<file path="config.mk">
export PLATFORM = sky130hd
export DESIGN_NAME = cc_cv_charger_cascaded_pi_core
export DESIGN_NICKNAME = d
export VERILOG_FILES = /design/src/rtl/cccv_pkg.sv /design/src/rtl/cccv_mulrnd.sv /design/src/rtl/cc_cv_charger_cascaded_pi_core.sv
export SDC_FILE = /design/constraint.sdc
export NUM_CORES = 1
export LEC_CHECK = 0
export BUFFER_PORTS_ARGS = -buffer_cell sky130_fd_sc_hd__buf_2
export CAP_MARGIN = 30
export CORE_MARGIN = 5
export CORE_UTILIZATION = 27
export CTS_CLUSTER_SIZE = 28
export DETAILED_ROUTE_END_ITERATION = 6
export GPL_TIMING_DRIVEN = 0
export PLACE_DENSITY_LB_ADDON = 0.3
export SYNTH_ARGS = -nofsm -noshare
export SYNTH_HDL_FRONTEND = slang
export SYNTH_HIERARCHICAL = 1
export SYNTH_SLANG_ARGS = --single-unit
</file>
<file path="constraint.sdc">
create_clock -name clk_i -period 9.7 [get_ports clk_i]
set_clock_uncertainty 0.2 [all_clocks]
set_input_delay 0 -clock clk_i [delete_from_list [all_inputs] [get_ports clk_i]]
set_output_delay 0 -clock clk_i [all_outputs]
set_load 0.05 [all_outputs]
</file>
<file path="src/rtl/cccv_pkg.sv">
// shared constants, codes and saturation helper for the cc/cv charge controller
`timescale 1ns / 1ps

package cccv_pkg;

  // number format
  localparam int unsigned DataW    = 16;
  localparam int unsigned FracBits = 14;
  localparam int unsigned RegW     = DataW - 1;
  localparam int unsigned ErrW     = DataW + 2;          // reference minus feedback
  localparam int unsigned MagW     = ErrW - 1;           // magnitude of the error
  localparam int unsigned ProdW    = MagW + RegW;        // magnitude times gain
  localparam int unsigned RndW     = ProdW - FracBits + 1; // rounded, signed
  localparam int unsigned SumW     = RndW + 1;           // integrator plus term
  localparam int unsigned One      = 1 << FracBits;

  // stream payload widths, padded to whole bytes
  localparam int unsigned InW  = ((2 * DataW + 2 + 7) / 8) * 8;
  localparam int unsigned OutW = ((DataW + 3 + 7) / 8) * 8;

  // charge modes
  localparam logic [1:0] MODE_IDLE = 2'd0;
  localparam logic [1:0] MODE_CC   = 2'd1;
  localparam logic [1:0] MODE_CV   = 2'd2;

  // configuration register indexes
  localparam logic [2:0] REG_CURRENT_SETPOINT = 3'd0;
  localparam logic [2:0] REG_VOLTAGE_SETPOINT = 3'd1;
  localparam logic [2:0] REG_CUTOFF_CURRENT   = 3'd2;
  localparam logic [2:0] REG_HYSTERESIS_BAND  = 3'd3;
  localparam logic [2:0] REG_CURRENT_KP       = 3'd4;
  localparam logic [2:0] REG_CURRENT_KI       = 3'd5;
  localparam logic [2:0] REG_VOLTAGE_KP       = 3'd6;
  localparam logic [2:0] REG_VOLTAGE_KI       = 3'd7;

  // clamp a widened sum to plus or minus 1.0
  function automatic logic signed [DataW-1:0] sat_one(input logic signed [SumW-1:0] v);
    logic signed [SumW-1:0] hi;
    logic signed [SumW-1:0] lo;
    logic signed [DataW-1:0] res;
    hi = $signed(SumW'(One));
    lo = -hi;
    if (v > hi) begin
      res = $signed(DataW'(One));
    end else if (v < lo) begin
      res = -$signed(DataW'(One));
    end else begin
      res = v[DataW-1:0];
    end
    return res;
  endfunction

endpackage

</file>
<file path="src/rtl/cccv_mulrnd.sv">
// shared sign-magnitude multiplier with round-to-nearest scaling and registered result
`timescale 1ns / 1ps

module cccv_mulrnd (
  input  logic                              clk_i,
  input  logic                              en_i,
  input  logic signed [cccv_pkg::ErrW-1:0]  err_i,
  input  logic        [cccv_pkg::RegW-1:0]  gain_i,
  output logic signed [cccv_pkg::RndW-1:0]  prod_o
);
  import cccv_pkg::*;

  logic                    neg;
  logic signed [ErrW-1:0]  err_neg;
  logic        [MagW-1:0]  mag;
  logic        [ProdW:0]   prod_wide;
  logic        [RndW-2:0]  rnd_mag;
  logic signed [RndW-1:0]  rnd_s;
  logic signed [RndW-1:0]  prod_d, prod_q;

  always_comb begin
    neg       = err_i[ErrW-1];
    err_neg   = -err_i;
    mag       = neg ? MagW'(err_neg) : MagW'(err_i);
    // product plus half an lsb, then drop the fraction bits
    prod_wide = ((ProdW+1)'(mag) * (ProdW+1)'(gain_i)) + (ProdW+1)'(One >> 1);
    rnd_mag   = prod_wide[FracBits +: (RndW-1)];
    rnd_s     = $signed({1'b0, rnd_mag});
    prod_d    = neg ? -rnd_s : rnd_s;
  end

  always_ff @(posedge clk_i) begin
    if (en_i) begin
      prod_q <= prod_d;
    end
  end

  assign prod_o = prod_q;

endmodule

</file>
<file path="src/rtl/cc_cv_charger_cascaded_pi_core.sv">
// top level of the cascaded pi constant-current / constant-voltage charge controller
`timescale 1ns / 1ps

// One input transaction is one control tick: current and voltage feedback in Q1.14 plus
// enable set/clear strobes. The block first updates the enable latch and the idle / cc / cv
// mode machine, then, outside idle, runs the voltage pi loop (cv only) and the current pi loop
// on a single shared multiplier with rounding. Each pi loop steps through error, integral
// product, integrator update, proportional product and output sum; the sequencer then waits in
// its output state until the output register is free and returns to idle, where it accepts
// the next tick. The result sits in an output register, and the next tick is accepted while it
// waits to be taken. Configuration writes are expected only between ticks.

module cc_cv_charger_cascaded_pi_core (
  input  logic                        clk_i,
  input  logic                        rst_ni,
  // slave stream, tdata: current_sense, voltage_sense, enable_set, enable_clear, zero pad
  input  logic                        s_axis_tvalid,
  output logic                        s_axis_tready,
  input  logic [cccv_pkg::InW-1:0]    s_axis_tdata,
  // master stream, tdata: drive, charge_mode, enabled, zero pad
  output logic                        m_axis_tvalid,
  input  logic                        m_axis_tready,
  output logic [cccv_pkg::OutW-1:0]   m_axis_tdata,
  // configuration write port
  input  logic                        cfg_we_i,
  input  logic [2:0]                  cfg_idx_i,
  input  logic [cccv_pkg::RegW-1:0]   cfg_data_i
);
  import cccv_pkg::*;

  // sequencer states
  localparam logic [2:0] ST_IDLE  = 3'd0;
  localparam logic [2:0] ST_MODE  = 3'd1;
  localparam logic [2:0] ST_ERR   = 3'd2;
  localparam logic [2:0] ST_MUL_I = 3'd3;
  localparam logic [2:0] ST_ACC_I = 3'd4;
  localparam logic [2:0] ST_MUL_P = 3'd5;
  localparam logic [2:0] ST_ACC_P = 3'd6;
  localparam logic [2:0] ST_OUT   = 3'd7;

  // configuration registers
  logic [RegW-1:0] csp_q, vsp_q, cutoff_q, hyst_q, ckp_q, cki_q, vkp_q, vki_q;

  // control state
  logic [2:0]              state_d, state_q;
  logic [1:0]              mode_d, mode_q;
  logic                    latch_d, latch_q;
  logic                    loop_v_d, loop_v_q;     // voltage loop is on the unit
  logic signed [DataW-1:0] cinteg_d, cinteg_q;
  logic signed [DataW-1:0] vinteg_d, vinteg_q;
  logic signed [DataW-1:0] vout_d, vout_q;
  logic signed [DataW-1:0] lastref_d, lastref_q;
  logic                    m_valid_d, m_valid_q;

  // payload
  logic signed [DataW-1:0] is_q, vs_q;
  logic                    set_q, clr_q;
  logic signed [ErrW-1:0]  err_d, err_q;
  logic signed [DataW-1:0] drive_d, drive_q;
  logic [OutW-1:0]         m_data_d, m_data_q;

  // shared unit
  logic                    mul_en;
  logic [RegW-1:0]         mul_gain;
  logic signed [RndW-1:0]  prod;

  // mode machine helpers
  logic                    latch_n;
  logic [1:0]              mode_n;
  logic                    seed_v;
  logic signed [DataW:0]   vs_w, is_w, vsp_w, cut_w, hyst_w, cv_low;

  // loop arithmetic helpers
  logic signed [ErrW-1:0]  ref_e, fb_e;
  logic signed [DataW-1:0] integ_sel;
  logic signed [SumW-1:0]  acc_sum;
  logic signed [DataW-1:0] acc_sat;

  logic in_fire, out_fire;

  assign in_fire  = s_axis_tvalid && s_axis_tready;
  assign out_fire = m_axis_tvalid && m_axis_tready;

  // ---------------------------------------------------------------------------
  // configuration writes
  // ---------------------------------------------------------------------------
  always_ff @(posedge clk_i or negedge rst_ni) begin
    if (!rst_ni) begin
      csp_q    <= '0;
      vsp_q    <= '0;
      cutoff_q <= '0;
      hyst_q   <= '0;
      ckp_q    <= RegW'(One >> 1);        // 0.5
      cki_q    <= RegW'((One + 5) / 10);  // 0.1
      vkp_q    <= RegW'(One >> 1);
      vki_q    <= RegW'((One + 5) / 10);
    end else if (cfg_we_i) begin
      unique case (cfg_idx_i)
        REG_CURRENT_SETPOINT: csp_q    <= cfg_data_i;
        REG_VOLTAGE_SETPOINT: vsp_q    <= cfg_data_i;
        REG_CUTOFF_CURRENT:   cutoff_q <= cfg_data_i;
        REG_HYSTERESIS_BAND:  hyst_q   <= cfg_data_i;
        REG_CURRENT_KP:       ckp_q    <= cfg_data_i;
        REG_CURRENT_KI:       cki_q    <= cfg_data_i;
        REG_VOLTAGE_KP:       vkp_q    <= cfg_data_i;
        REG_VOLTAGE_KI:       vki_q    <= cfg_data_i;
        default: ;
      endcase
    end
  end

  // ---------------------------------------------------------------------------
  // mode machine, evaluated once per tick in ST_MODE
  // ---------------------------------------------------------------------------
  always_comb begin
    vs_w   = {vs_q[DataW-1], vs_q};
    is_w   = {is_q[DataW-1], is_q};
    vsp_w  = $signed({2'b00, vsp_q});
    cut_w  = $signed({2'b00, cutoff_q});
    hyst_w = $signed({2'b00, hyst_q});
    cv_low = vsp_w - hyst_w;

    // clear wins over set
    latch_n = clr_q ? 1'b0 : (set_q ? 1'b1 : latch_q);
    mode_n  = mode_q;
    seed_v  = 1'b0;
    unique case (mode_q)
      MODE_IDLE: begin
        if (latch_n) mode_n = MODE_CC;
      end
      MODE_CC: begin
        if (vs_w >= vsp_w) begin
          mode_n = MODE_CV;
          seed_v = 1'b1;
        end
      end
      MODE_CV: begin
        if (vs_w < cv_low) begin
          mode_n = MODE_CC;
        end else if (is_w < cut_w) begin
          // charge complete
          mode_n  = MODE_IDLE;
          latch_n = 1'b0;
        end
      end
      default: mode_n = MODE_IDLE;
    endcase
    if (!latch_n) mode_n = MODE_IDLE;
  end

  // ---------------------------------------------------------------------------
  // loop arithmetic around the shared multiplier
  // ---------------------------------------------------------------------------
  always_comb begin
    if (loop_v_q) begin
      ref_e     = $signed({3'b000, vsp_q});
      fb_e      = {{(ErrW-DataW){vs_q[DataW-1]}}, vs_q};
      integ_sel = vinteg_q;
      mul_gain  = (state_q == ST_MUL_P) ? vkp_q : vki_q;
    end else begin
      ref_e     = {{(ErrW-DataW){lastref_q[DataW-1]}}, lastref_q};
      fb_e      = {{(ErrW-DataW){is_q[DataW-1]}}, is_q};
      integ_sel = cinteg_q;
      mul_gain  = (state_q == ST_MUL_P) ? ckp_q : cki_q;
    end
    acc_sum = {{(SumW-DataW){integ_sel[DataW-1]}}, integ_sel}
            + {{(SumW-RndW){prod[RndW-1]}}, prod};
    acc_sat = sat_one(acc_sum);
  end

  assign mul_en = (state_q == ST_MUL_I) || (state_q == ST_MUL_P);

  cccv_mulrnd u_mulrnd (
    .clk_i  (clk_i),
    .en_i   (mul_en),
    .err_i  (err_q),
    .gain_i (mul_gain),
    .prod_o (prod)
  );

  // ---------------------------------------------------------------------------
  // sequencer
  // ---------------------------------------------------------------------------
  always_comb begin
    state_d   = state_q;
    mode_d    = mode_q;
    latch_d   = latch_q;
    loop_v_d  = loop_v_q;
    cinteg_d  = cinteg_q;
    vinteg_d  = vinteg_q;
    vout_d    = vout_q;
    lastref_d = lastref_q;
    err_d     = err_q;
    drive_d   = drive_q;
    m_data_d  = m_data_q;
    m_valid_d = m_valid_q && !out_fire;

    unique case (state_q)
      ST_IDLE: begin
        if (in_fire) state_d = ST_MODE;
      end
      ST_MODE: begin
        mode_d  = mode_n;
        latch_d = latch_n;
        if (seed_v) vinteg_d = lastref_q;
        if (mode_n == MODE_IDLE) begin
          cinteg_d = '0;
          drive_d  = '0;
          state_d  = ST_OUT;
        end else if (mode_n == MODE_CV) begin
          loop_v_d = 1'b1;
          state_d  = ST_ERR;
        end else begin
          loop_v_d  = 1'b0;
          lastref_d = $signed({1'b0, csp_q});
          state_d   = ST_ERR;
        end
      end
      ST_ERR: begin
        err_d   = ref_e - fb_e;
        state_d = ST_MUL_I;
      end
      ST_MUL_I: state_d = ST_ACC_I;
      ST_ACC_I: begin
        if (loop_v_q) vinteg_d = acc_sat;
        else          cinteg_d = acc_sat;
        state_d = ST_MUL_P;
      end
      ST_MUL_P: state_d = ST_ACC_P;
      ST_ACC_P: begin
        if (loop_v_q) begin
          // voltage loop output becomes the current reference
          vout_d    = acc_sat;
          lastref_d = acc_sat;
          loop_v_d  = 1'b0;
          state_d   = ST_ERR;
        end else begin
          drive_d = acc_sat;
          state_d = ST_OUT;
        end
      end
      ST_OUT: begin
        if (!m_valid_q || m_axis_tready) begin
          m_data_d  = OutW'({latch_q, mode_q, drive_q});
          m_valid_d = 1'b1;
          state_d   = ST_IDLE;
        end
      end
      default: state_d = ST_IDLE;
    endcase
  end

  always_ff @(posedge clk_i or negedge rst_ni) begin
    if (!rst_ni) begin
      state_q   <= ST_IDLE;
      mode_q    <= MODE_IDLE;
      latch_q   <= 1'b0;
      loop_v_q  <= 1'b0;
      cinteg_q  <= '0;
      vinteg_q  <= '0;
      vout_q    <= '0;
      lastref_q <= '0;
      m_valid_q <= 1'b0;
    end else begin
      state_q   <= state_d;
      mode_q    <= mode_d;
      latch_q   <= latch_d;
      loop_v_q  <= loop_v_d;
      cinteg_q  <= cinteg_d;
      vinteg_q  <= vinteg_d;
      vout_q    <= vout_d;
      lastref_q <= lastref_d;
      m_valid_q <= m_valid_d;
    end
  end

  // captured tick and datapath payload
  always_ff @(posedge clk_i) begin
    if (in_fire) begin
      is_q  <= $signed(s_axis_tdata[DataW-1:0]);
      vs_q  <= $signed(s_axis_tdata[2*DataW-1:DataW]);
      set_q <= s_axis_tdata[2*DataW];
      clr_q <= s_axis_tdata[2*DataW+1];
    end
    err_q    <= err_d;
    drive_q  <= drive_d;
    m_data_q <= m_data_d;
  end

  assign s_axis_tready = (state_q == ST_IDLE);
  assign m_axis_tvalid = m_valid_q;
  assign m_axis_tdata  = m_data_q;

`ifndef SYNTH
  // a mode of 3 never reaches the output
  a_mode_legal: assert property (@(posedge clk_i) disable iff (!rst_ni)
    m_axis_tvalid |-> (m_axis_tdata[DataW+1:DataW] != 2'd3))
    else $error("illegal charge mode on output");

  // idle mode always comes with zero drive
  a_idle_zero: assert property (@(posedge clk_i) disable iff (!rst_ni)
    (m_axis_tvalid && (m_axis_tdata[DataW+1:DataW] == MODE_IDLE))
      |-> (m_axis_tdata[DataW-1:0] == '0))
    else $error("nonzero drive in idle");

  // a cleared latch forces idle
  a_latch_idle: assert property (@(posedge clk_i) disable iff (!rst_ni)
    (m_axis_tvalid && !m_axis_tdata[DataW+2])
      |-> (m_axis_tdata[DataW+1:DataW] == MODE_IDLE))
    else $error("active mode with enable latch clear");

  // the current integrator always stays within plus or minus 1.0
  a_cinteg_range: assert property (@(posedge clk_i) disable iff (!rst_ni)
    (cinteg_q <= $signed(DataW'(One))) && (cinteg_q >= -$signed(DataW'(One))))
    else $error("current integrator out of range");

  // a tick is never accepted on the cycle after another
  a_one_tick: assert property (@(posedge clk_i) disable iff (!rst_ni)
    in_fire |=> !s_axis_tready)
    else $error("tick accepted while busy");
`endif

endmodule

</file>
==> flow_summary_export.csv, run 1 <==
group,metric,value,unit
status,status,"completed",
yosys,yosysTopAreaCell,"dfrtp_1",
yosys,synth.area.top_cells,"dfrtp_1 17%, fa_1 16%, edfxtp_1 13%",
cts,clock_path_buffers,3,
routing,num_vias,18079,
floorplan,initial_core_util,27.23,%
sta,max_freq,106.4,MHz
cts,cts_tree,"done",
final_layout,nNetsFinal,3084,
floorplan,num_io_pins,89,
yosys,synthCells,2410,
cts,clockRootBuffer,"clkbuf_16",
grt,grtUsageTotal,14.16,%
sta,hold_viol_final,0,
yosys,synthFlopType,"dfrtp_1",
cts,cts.htree.levels,1,
cts,cts_sinks,282,
min_path,hold_path.class,"in2reg",
critical_path,critPathMaxFanout,10,
yosys,ys_ff_latch,282,
grt,grt_overflow,0,
critical_path,cpMaxStageDelayCell,"fa_1",
floorplan,dieArea,0.09691,mm²
routing,first_pass_iters,5,
routing,wl_per_cell,18.09,µm
yosys,synth_area,0.02451,mm²
final_layout,multi_input_area,0.01550,mm²
yosys,syn_area_per_cell,10.17,µm²
critical_path,cp-end-kind,"register",
final_layout,nFillCells,9362,
yosys,ys_seq_area_share,31.02,%
critical_path,start_kind,"register",
critical_path,crit_type,"reg2reg",
critical_path,crit_top_cell,"fa_1",
floorplan,core-area,0.09001,mm²
grt,grt_antenna_before_repair,0,
yosys,ys_async_sr_fraction,62.41,%
sta,slew_viol_final,0,
cts,cts_buffers,31,
floorplan,fp.dieW,311.3,µm
critical_path,worstPathArrival,9.52,ns
sta,tns,0,ns
yosys,ys_types,93,
sta,relSlewSlack,26.82,%
routing,vias_per_cell,4.727,
yosys,yosys_warnings,6,
placed_design,place_area,0.02645,mm²
critical_path,cp_slowest_stage_delay,0.59,ns
final_layout,design_area,0.02887,mm²
routing,drtAntennaViolNets,0,
final_layout,areaGrowthSynthToFinish,17.76,%
sta,fin_crit_sh,96.90,%
final_layout,drive_gt1_share,15.74,%
routing,drt_iter0_markers,940,
floorplan,die_h,311.3,µm
final_layout,stdcell_count,3825,
floorplan,num_rows,110,
routing,wirelength,69180,µm
sta,setup-violations-final,0,
sta,period_needed,9.399,ns
yosys,synth_top_area_share,16.54,%
placed_design,port_buffers,73,
final_layout,n_antenna_cell,0,
placed_design,dp.cells,3668,
cts,clkLatencyLatePin,0.59,ns
placed_design,place.gp.congestion,0.8659,
grt,grt_max_degree,96,
sta,worstMarginPinSlew,1.098,ns
routing,drc_errors,0,
grt,grt_pass1_wl,110800,µm
grt,grt_pass1_vias,19178,
cts,clkSlewWorstSetupHoldPaths,0.07,ns
critical_path,cp.required,9.82,ns
placed_design,dp_hpwl,54000,µm
sta,hold-worst-slack,0.07741,ns
final_layout,seq_area,0.007605,mm²
yosys,synth-edff-count,106,
run,max-cap-violations,0,
placed cells by master (no fill, tap or decap), drive strengths merged, types with 17 or more instances in the layout:
cell type | Yosys | routed
nand3 | 24 | 24
inv | 303 | 307
dfrtp | 162 | 162
o211ai | 18 | 18
nor2 | 85 | 85
nor3 | 34 | 34
xor2 | 31 | 31
a211oi | 17 | 17
nand4 | 26 | 26
a21oi | 105 | 105
o21ai | 87 | 87
clkbuf | 84 | 110
fa | 197 | 197
edfxtp | 106 | 106
nand2 | 278 | 278
dlygate4sd3 | 0 | 93
buf | 31 | 124
ha | 200 | 200
a21o | 28 | 28
o31ai | 18 | 18
mux2 | 126 | 126
and2 | 118 | 118
o41ai | 20 | 20
or3 | 18 | 18
mux2i | 27 | 27
xnor2 | 59 | 59
worst max-delay path: cells and delay by family (launching register included):
kind / cells / cell delay (ns)
AO/OA/AOI/OAI: 5 / 1.21
AND/OR/NAND/NOR: 7 / 2.11
flip-flops: 1 / 0.51
adder cells (fa/ha/maj): 8 / 3.67
buffers and inverters: 7 / 0.83
XOR/XNOR: 3 / 0.64
cell usage after synthesis, types with 6 or more instances:
cell type	number
a2111oi_0	6
a211oi_1	14
a21o_1	28
a21oi_1	104
a31oi_1	15
a32o_1	9
and2_1	118
and2b_1	6
and3_1	12
buf_1	9
buf_2	11
buf_6	6
clkbuf_1	84
dfrtp_1	162
dfstp_2	14
edfxtp_1	106
fa_1	197
ha_1	200
inv_1	303
mux2_2	125
mux2i_1	26
mux4_2	15
nand2_1	278
nand2b_1	15
nand3_1	24
nand4_1	26
nand4b_1	9
nor2_1	83
nor2b_1	7
nor3_1	34
o211ai_1	18
o21ai_0	79
o21ai_1	7
o21bai_1	16
o31ai_1	14
o41ai_1	9
o41ai_2	11
or2_2	14
or3_1	17
xnor2_1	59
xor2_1	30
cells by family (layout without fill, tap and decap cells):
| kind of cell | Yosys count | count (layout) | synth area share, % |
|---|---|---|---|
| xor+xnor | 90 | 90 | 3.246 |
| other cells | 1 | 5 | 0.01530 |
| buf+inv | 418 | 653 | 6.717 |
| compound gates | 384 | 384 | 10.85 |
| simple gates | 670 | 670 | 13.53 |
| fa+ha+maj | 397 | 397 | 26.30 |
| mux | 168 | 168 | 8.320 |
| flops | 282 | 282 | 31.02 |
metrics by stage:
step           setup slack (ns)  utilization, %
2_1_floorplan            0.8438               -
3_3_place_gp            -0.9310           29.29
3_5_place_dp            -0.9375           29.39
4_1_cts                0.005841           31.82
5_1_grt                -0.02400           32.07
6_report                 0.3009           32.07
path summary, 6_finish.rpt:
kind	from	endpoint	slack, ns	cells past startpoint
max	err_q[0]	u_mulrnd/prod_o[14]	0.30	30
min	m_axis_tready	m_axis_tvalid	0.08	4
max reg2reg	err_q[0]	u_mulrnd/prod_o[14]	0.30	30
min reg2reg	drive_q[13]	m_axis_tdata[13]	0.22	0
max in group asynchronous	rst_ni	cki_q[2]	8.46	4
min in group asynchronous	rst_ni	hyst_q[5]	0.36	4
metal layers:
| metal | global-route usage, % | wire length, µm | up-vias |
|---|---|---|---|
| li1 | - | - | 8646 |
| met1 | 19.40 | 31850 | 8989 |
| met2 | 24.19 | 32920 | 370 |
| met3 | 1.582 | 2860 | 74 |
| met4 | 3.210 | 1546 | 0 |
| met5 | 0 | 0 | - |
sequential cells by signal (all words and copies together), names as in the netlist, 2 cells and up:
name	flops
u_mulrnd/prod_o	19
is_q	16
csp_q	15
vinteg_q	16
mode_q	2
vsp_q	15
state_q	3
cki_q	15
cinteg_q	16
vkp_q	15
drive_q	16
hyst_q	15
cutoff_q	15
vki_q	15
ckp_q	15
lastref_q	16
err_q	18
vs_q	16
m_axis_tdata	19
repair_timing:
| action | 4_1_cts | 5_1_grt |
|---|---|---|
| setup endpoints to repair | 14 | 10 |
| gates cloned | 0 | 0 |
| setup buffers | 5 | 1 |
| resized for setup | 31 | 64 |
| hold buffers | 94 | 0 |
| endpoints found under the hold margin | 339 | 0 |
| pin swaps | 1 | 6 |
cell type report:
type	instances	share of cell area [%]
Buffer	112	1.998
Clock buffer	35	2.774
Clock inverter	23	0.9969
Inverter	303	3.940
Multi-Input combinational cell	1714	53.70
Sequential cell	282	26.34
Tap cell	1176	5.097
Timing Repair Buffer	180	5.145
Power of run 1 is not shown: default switching activity piles up to over one toggle a cycle in this logic, so the estimate is an artifact.
==> run 2: changes to the inputs <==
--- a/config.mk
+++ b/config.mk
@@ -15,5 +15,4 @@
 export PLACE_DENSITY_LB_ADDON = 0.3
 export SYNTH_ARGS = -nofsm -noshare
 export SYNTH_HDL_FRONTEND = slang
-export SYNTH_HIERARCHICAL = 1
 export SYNTH_SLANG_ARGS = --single-unit
==> run 2 against run 1 <==
Setup slack better by 0.053 ns; clock-buffer cell count unchanged; global-route usage fell by 0.17 points; synthesized area is 3.1% lower; hold slack improved by 0.038 ns; routed wire length fell by 5.7%; non-clock buffer count fell by 31; final cell count is 1.5% lower; utilization about the same; register-to-register slack better by 0.05 ns; synthesized cell count is 1.3% lower.
==> flow_summary_export.csv, run 2 <==
group,metric,value,unit
status,status,"completed",
sta,setup-violations-final,0,
sta,tns,0,ns
sta,fin_crit_sh,96.35,%
run,max-cap-violations,0,
final_layout,areaGrowthSynthToFinish,17.42,%
floorplan,die_h,306.7,µm
final_layout,final_util,32.06,%
yosys,synth-edff-count,106,
sta,hold_viol_final,0,
critical_path,cp-end-kind,"register",
final_layout,nFillCells,9111,
yosys,ys_ff_latch,282,
yosys,netlist_top_cells_count,"325 x inv_1, 322 x nand2_1, 200 x ha_1, 197 x fa_1, 162 x dfrtp_1",
final_layout,n_antenna_cell,0,
critical_path,critPathMaxFanout,10,
critical_path,worstPathArrival,9.45,ns
floorplan,fp.dieW,306.7,µm
cts,clock_path_buffers,3,
min_path,min_path_cells,4,
routing,wl_per_cell,17.32,µm
routing,wirelength,65270,µm
placed_design,port_buffers,73,
cts,cts_buffers,31,
final_layout,design_area,0.02790,mm²
floorplan,core-area,0.08702,mm²
yosys,synth_area,0.02376,mm²
floorplan,num_io_pins,89,
yosys,synthFlopType,"dfrtp_1",
floorplan,dieArea,0.09403,mm²
cts,cts.htree.levels,1,
cts,clkSlewWorstSetupHoldPaths,0.06,ns
routing,drc_errors,0,
grt,grt_pass1_vias,18385,
routing,met2WireLength,31130,µm
yosys,synthCells,2378,
placed_design,dp_hpwl,51860,µm
final_layout,layout_common_cells,"325 x inv_1, 322 x nand2_1, 200 x ha_1",
yosys,synth.area.top_cells,"dfrtp_1 17%, fa_1 17%, edfxtp_1 13%",
grt,grt_max_degree,114,
cts,cts_tree,"done",
routing,first_pass_iters,5,
grt,grtUsageTotal,13.99,%
yosys,yosysTopAreaCell,"dfrtp_1",
critical_path,cp-startpoint,"err_q[2]",
critical_path,cp_slowest_stage_delay,0.55,ns
critical_path,r2r_slack,0.35,ns
final_layout,drive_gt1_share,13.36,%
routing,vias_per_cell,4.606,
grt,grt_overflow,0,
sta,relSlewSlack,31.18,%
final_layout,nNetsFinal,3049,
grt,grt_pass1_wl,105200,µm
yosys,syn_area_per_cell,9.992,µm²
cts,clockRootBuffer,"clkbuf_16",
critical_path,crit_type,"reg2reg",
critical_path,reg2regPathDepth,30,
placed_design,place_area,0.02576,mm²
placed_design,place.gp.congestion,0.8503,
cts,clkLatencyLatePin,0.57,ns
yosys,ys_async_sr_fraction,62.41,%
floorplan,initial_core_util,27.30,%
critical_path,r2r_end,"u_mulrnd.prod_o[17]",
sta,hold-worst-slack,0.1150,ns
cts,cts_sinks,282,
critical_path,cp-endpoint,"u_mulrnd.prod_o[17]",
critical_path,r2r_start,"err_q[2]",
sta,slew_viol_final,0,
sta,rsz0062_at_grt,"true",
sta,max_freq,107.0,MHz
routing,wl_met1,29350,µm
floorplan,num_rows,108,
yosys,ys_types,73,
sta,period_needed,9.346,ns
final_layout,layout_commonest_cell,"inv_1",
critical_path,cpMaxStageDelayCell,"fa_1",
critical_path,cp.required,9.80,ns
routing,dr_wl_met3,2773,µm
yosys,ys_seq_area_share,32.01,%
critical_path,start_kind,"register",
routing,drt_iter0_markers,922,
routing,num_vias,17354,
yosys,yosysMostFrequentCell,"inv_1",
sta,worstMarginPinSlew,1.031,ns
routing,drtAntennaViolNets,0,
min_path,hold_path.class,"in2reg",
critical_path,crit_top_cell,"fa_1",
routing,dr.max_layer_used,"met4",
yosys,synth_top_area_share,17.06,%
grt,grt_antenna_before_repair,1,
yosys,yosys_warnings,0,
run 2: routing by layer:
layer / GRT usage (%) / vias to the layer above
met5: 0 / -
met2: 23.97 / 329
met3: 1.535 / 83
met4: 3.822 / 0
li1: - / 8352
met1: 18.91 / 8590
run 2: worst min-delay path by stage:
stage / startpoint / to / slack, ns
5_1_grt: m_axis_tready / m_axis_tvalid / 0.15
2_1_floorplan: rst_ni / cinteg_q[0] / -0.50
3_5_place_dp: rst_ni / state_q[2] / -0.21
4_1_cts: m_axis_tready / m_axis_tvalid / 0.11
3_3_place_gp: s_axis_tdata[23] / vs_q[7] / -0.02
6_report: m_axis_tready / m_axis_tvalid / 0.12
run 2: kinds of logic (layout without fill, tap and decap cells):
| logic type | after synthesis | in the layout | share of synthesized area [%] |
|---|---|---|---|
| flip-flops | 282 | 282 | 32.01 |
| multiplexers | 166 | 166 | 8.125 |
| other | 1 | 5 | 0.01578 |
| XOR/XNOR | 100 | 100 | 3.686 |
| AO/OA/AOI/OAI | 358 | 358 | 9.916 |
| adder cells (fa/ha/maj) | 397 | 397 | 27.13 |
| buffers and inverters | 412 | 643 | 6.609 |
| AND/OR/NAND/NOR | 662 | 662 | 12.51 |
run 2: final cells by class:
type / count / area, µm² / share of cell area (%)
buffer: 83 / 372.9 / 1.336
clock buffer: 35 / 790.8 / 2.834
clock inverter: 22 / 242.7 / 0.8700
inverter: 325 / 1220 / 4.373
multi-input combinational: 1688 / 14740 / 52.83
sequential: 282 / 7605 / 27.26
tap: 1155 / 1445 / 5.180
timing repair buffer: 178 / 1483 / 5.314
run 2: metrics by stage:
stage	std cells	setup slack, ns
floorplan	2382	1.247
global placement	3610	-0.3609
detailed placement	3620	-0.4595
CTS	3769	0.01217
global route	3768	-0.01710
finish	3768	0.3539
run 2: what timing repair did:
item                                    in CTS  in global routing
pin swaps                                    0                  1
hold buffers                                93                  0
hold endpoints to repair                   334                  0
endpoints found under the setup margin      16                 16
gates cloned                                 0                  0
gates resized for setup                     16                 51
setup buffers                                0                  2
run 2: critical path, delay by kind of cell, from the launching register on:
kind	cells	cell delay [ns]
xor+xnor	3	0.52
buf+inv	5	0.72
fa+ha+maj	7	3.30
flops	1	0.48
compound gates	8	1.99
simple gates	7	1.86
Power of run 2 is left out for the same reason.
==> run 3: changes to the inputs <==
--- a/config.mk
+++ b/config.mk
@@ -5,12 +5,14 @@
 export SDC_FILE = /design/constraint.sdc
 export NUM_CORES = 1
 export LEC_CHECK = 0
+export ABC_AREA = 1
 export BUFFER_PORTS_ARGS = -buffer_cell sky130_fd_sc_hd__buf_2
 export CAP_MARGIN = 30
 export CORE_MARGIN = 5
 export CORE_UTILIZATION = 27
 export CTS_CLUSTER_SIZE = 28
 export DETAILED_ROUTE_END_ITERATION = 6
+export GPL_ROUTABILITY_DRIVEN = 0
 export GPL_TIMING_DRIVEN = 0
 export PLACE_DENSITY_LB_ADDON = 0.3
 export SYNTH_ARGS = -nofsm -noshare
==> run 3 against run 2 <==
Synthesized area grew 2.9%; non-clock buffer count grew 6; fmax grew 2.9%; flip-flop and latch count is the same; die area grew 2.8%; sequential share of layout area shrank 0.69 points; register-to-register slack gained 0.27 ns; synthesized cell count grew 26%; first-iteration DRC count grew 47%; largest cell class unchanged.
==> flow_summary_export.csv, run 3 <==
group,metric,value,unit
floorplan,num_io_pins,89,
critical_path,crit_type,"reg2reg",
grt,grtUsageTotal,15.30,%
routing,wl_per_cell,16.70,µm
critical_path,cp_slowest_stage_delay,0.55,ns
cts,cts_tree,"done",
floorplan,die_h,310.9,µm
grt,grt_max_degree,98,
sta,hold_viol_final,0,
yosys,synth_area,0.02445,mm²
routing,wirelength,73610,µm
cts,cts.htree.levels,2,
yosys,yosysTopAreaCell,"dfrtp_1",
yosys,synthFlopType,"dfrtp_1",
final_layout,drive_gt1_share,7.676,%
run,max-cap-violations,0,
final_layout,design_area,0.02862,mm²
sta,slew_viol_final,0,
final_layout,n_antenna_cell,0,
yosys,yosys_warnings,0,
critical_path,cp-end-kind,"register",
routing,drt_iter0_markers,1352,
critical_path,critPathMaxFanout,10,
cts,cts_sinks,282,
cts,clkLatencyLatePin,0.55,ns
critical_path,crit_top_cell,"inv_1",
placed_design,place_area,0.02648,mm²
floorplan,dieArea,0.09668,mm²
cts,clkSlewWorstSetupHoldPaths,0.06,ns
sta,relSlewSlack,24.99,%
yosys,synth_top_area_share,16.58,%
floorplan,initial_core_util,27.16,%
floorplan,core-area,0.09001,mm²
grt,grt_pass1_wl,117500,µm
grt,grt_pass1_vias,20824,
final_layout,stdcell_count,4407,
sta,max_freq,110.2,MHz
sta,period_needed,9.079,ns
final_layout,nNetsFinal,3666,
yosys,netlist_top_cells_count,"764 x nand2_1, 504 x inv_1, 200 x ha_1, 197 x fa_1, 197 x o21ai_0",
cts,clock_path_buffers,3,
yosys,ys_ff_latch,282,
routing,num_vias,20080,
yosys,synthCells,2988,
yosys,ys_seq_area_share,31.10,%
sta,hold-worst-slack,0.03497,ns
critical_path,worstPathArrival,9.18,ns
routing,first_pass_iters,6,
yosys,ys_types,54,
floorplan,num_rows,110,
grt,grt_antenna_before_repair,0,
min_path,hold_path.class,"in2reg",
critical_path,cp.required,9.80,ns
final_layout,layout_commonest_cell,"nand2_1",
sta,setup-violations-final,0,
final_layout,nFillCells,9648,
yosys,synth-edff-count,106,
sta,fin_crit_sh,93.59,%
grt,grt_overflow,0,
placed_design,dp.cells,4253,
yosys,syn_area_per_cell,8.183,µm²
yosys,yosysMostFrequentCell,"nand2_1",
sta,rsz0062_at_grt,"false",
critical_path,cpMaxStageDelayCell,"fa_1",
critical_path,start_kind,"register",
yosys,synth.area.top_cells,"dfrtp_1 17%, fa_1 16%, edfxtp_1 13%",
placed_design,port_buffers,77,
sta,worstMarginPinSlew,1.121,ns
critical_path,r2r_slack,0.62,ns
floorplan,fp.dieW,310.9,µm
cts,cts_buffers,34,
routing,drc_errors,0,
routing,drtAntennaViolNets,0,
status,status,"completed",
routing,vias_per_cell,4.556,
final_layout,layout_common_cells,"764 x nand2_1, 503 x inv_1, 200 x ha_1",
yosys,ys_async_sr_fraction,62.41,%
cts,clockRootBuffer,"clkbuf_16",
final_layout,areaGrowthSynthToFinish,17.05,%
placed_design,dp_hpwl,59470,µm
-- run 3: cell count changes in the layout (fill, tap and decap cells not counted), sizes merged, moves of 24 or more --
cell	delta
o21ai	+121
nor2	+55
mux2	-125
inv	+188
nand2b	-24
and2	-55
xnor2	-40
o31ai	-38
a21oi	+76
nand2	+458
nand3	+119
-- run 3: worst max-delay path: cells and delay by family (launching register included) --
family	cells	cell delay [ns]
DFF	1	0.44
xor gates and xnor gates	1	0.18
AOI/OAI and AO/OA	3	0.70
adders and majority gates	8	3.78
and+or+nand+nor	12	1.65
buffers and inverters	11	1.86
-- run 3: cell families after synthesis --
kind of cell	share of synthesized area, %
and+or+nand+nor	20.02
xor gates and xnor gates	2.676
buffers and inverters	9.544
AOI/OAI and AO/OA	9.743
DFF	31.10
other	0.01534
adders and majority gates	26.36
muxes	0.5322
-- run 3: per-stage QoR --
stage	setup WS [ns]	util, %	TNS (ns)
floorplan	1.835	-	0
global placement	-0.5277	29.24	-5.343
detailed placement	-0.4579	29.41	-4.399
CTS	0.07204	31.75	0
global route	0.02371	31.79	0
finish	0.6215	31.79	0
-- run 3: metal layers --
metal | wire (µm) | vias up | track usage (%) | share of wire (%)
met3 | 3746 | 111 | 2.684 | 5.1
met1 | 32180 | 9647 | 19.78 | 44
li1 | - | 9900 | - | -
met5 | 0 | - | 0 | 0
met4 | 2280 | 0 | 4.458 | 3.1
met2 | 35400 | 422 | 26.36 | 48
-- run 3: layout make-up --
type / instances / area, µm² / area share, %
Sequential cell: 282 / 7605 / 26.57
Multi-Input combinational cell: 2103 / 14590 / 50.99
Tap cell: 1176 / 1471 / 5.141
Inverter: 518 / 1952 / 6.820
Clock inverter: 15 / 165.2 / 0.5771
Timing Repair Buffer: 179 / 1475 / 5.155
Buffer: 88 / 389.1 / 1.360
Clock buffer: 46 / 969.7 / 3.388
-- run 3: path summary, 6_finish.rpt --
path	start	to	cells past startpoint
setup / recovery	state_q[1]	u_mulrnd.prod_o[10]	35
hold / removal	cfg_idx_i[2]	cki_q[10]	7
setup reg to reg	state_q[1]	u_mulrnd.prod_o[10]	35
hold reg to reg	drive_q[10]	m_axis_tdata[10]	0
max in group asynchronous	rst_ni	vkp_q[13]	4
min in group asynchronous	rst_ni	vsp_q[14]	4
-- run 3: timing repair --
item,CTS,global route
hold buffers,93,0
buffers inserted,0,1
hold endpoints to repair,354,0
setup endpoints to repair,14,14
resized for setup,3,14
Power of run 3 is left out for the same reason.
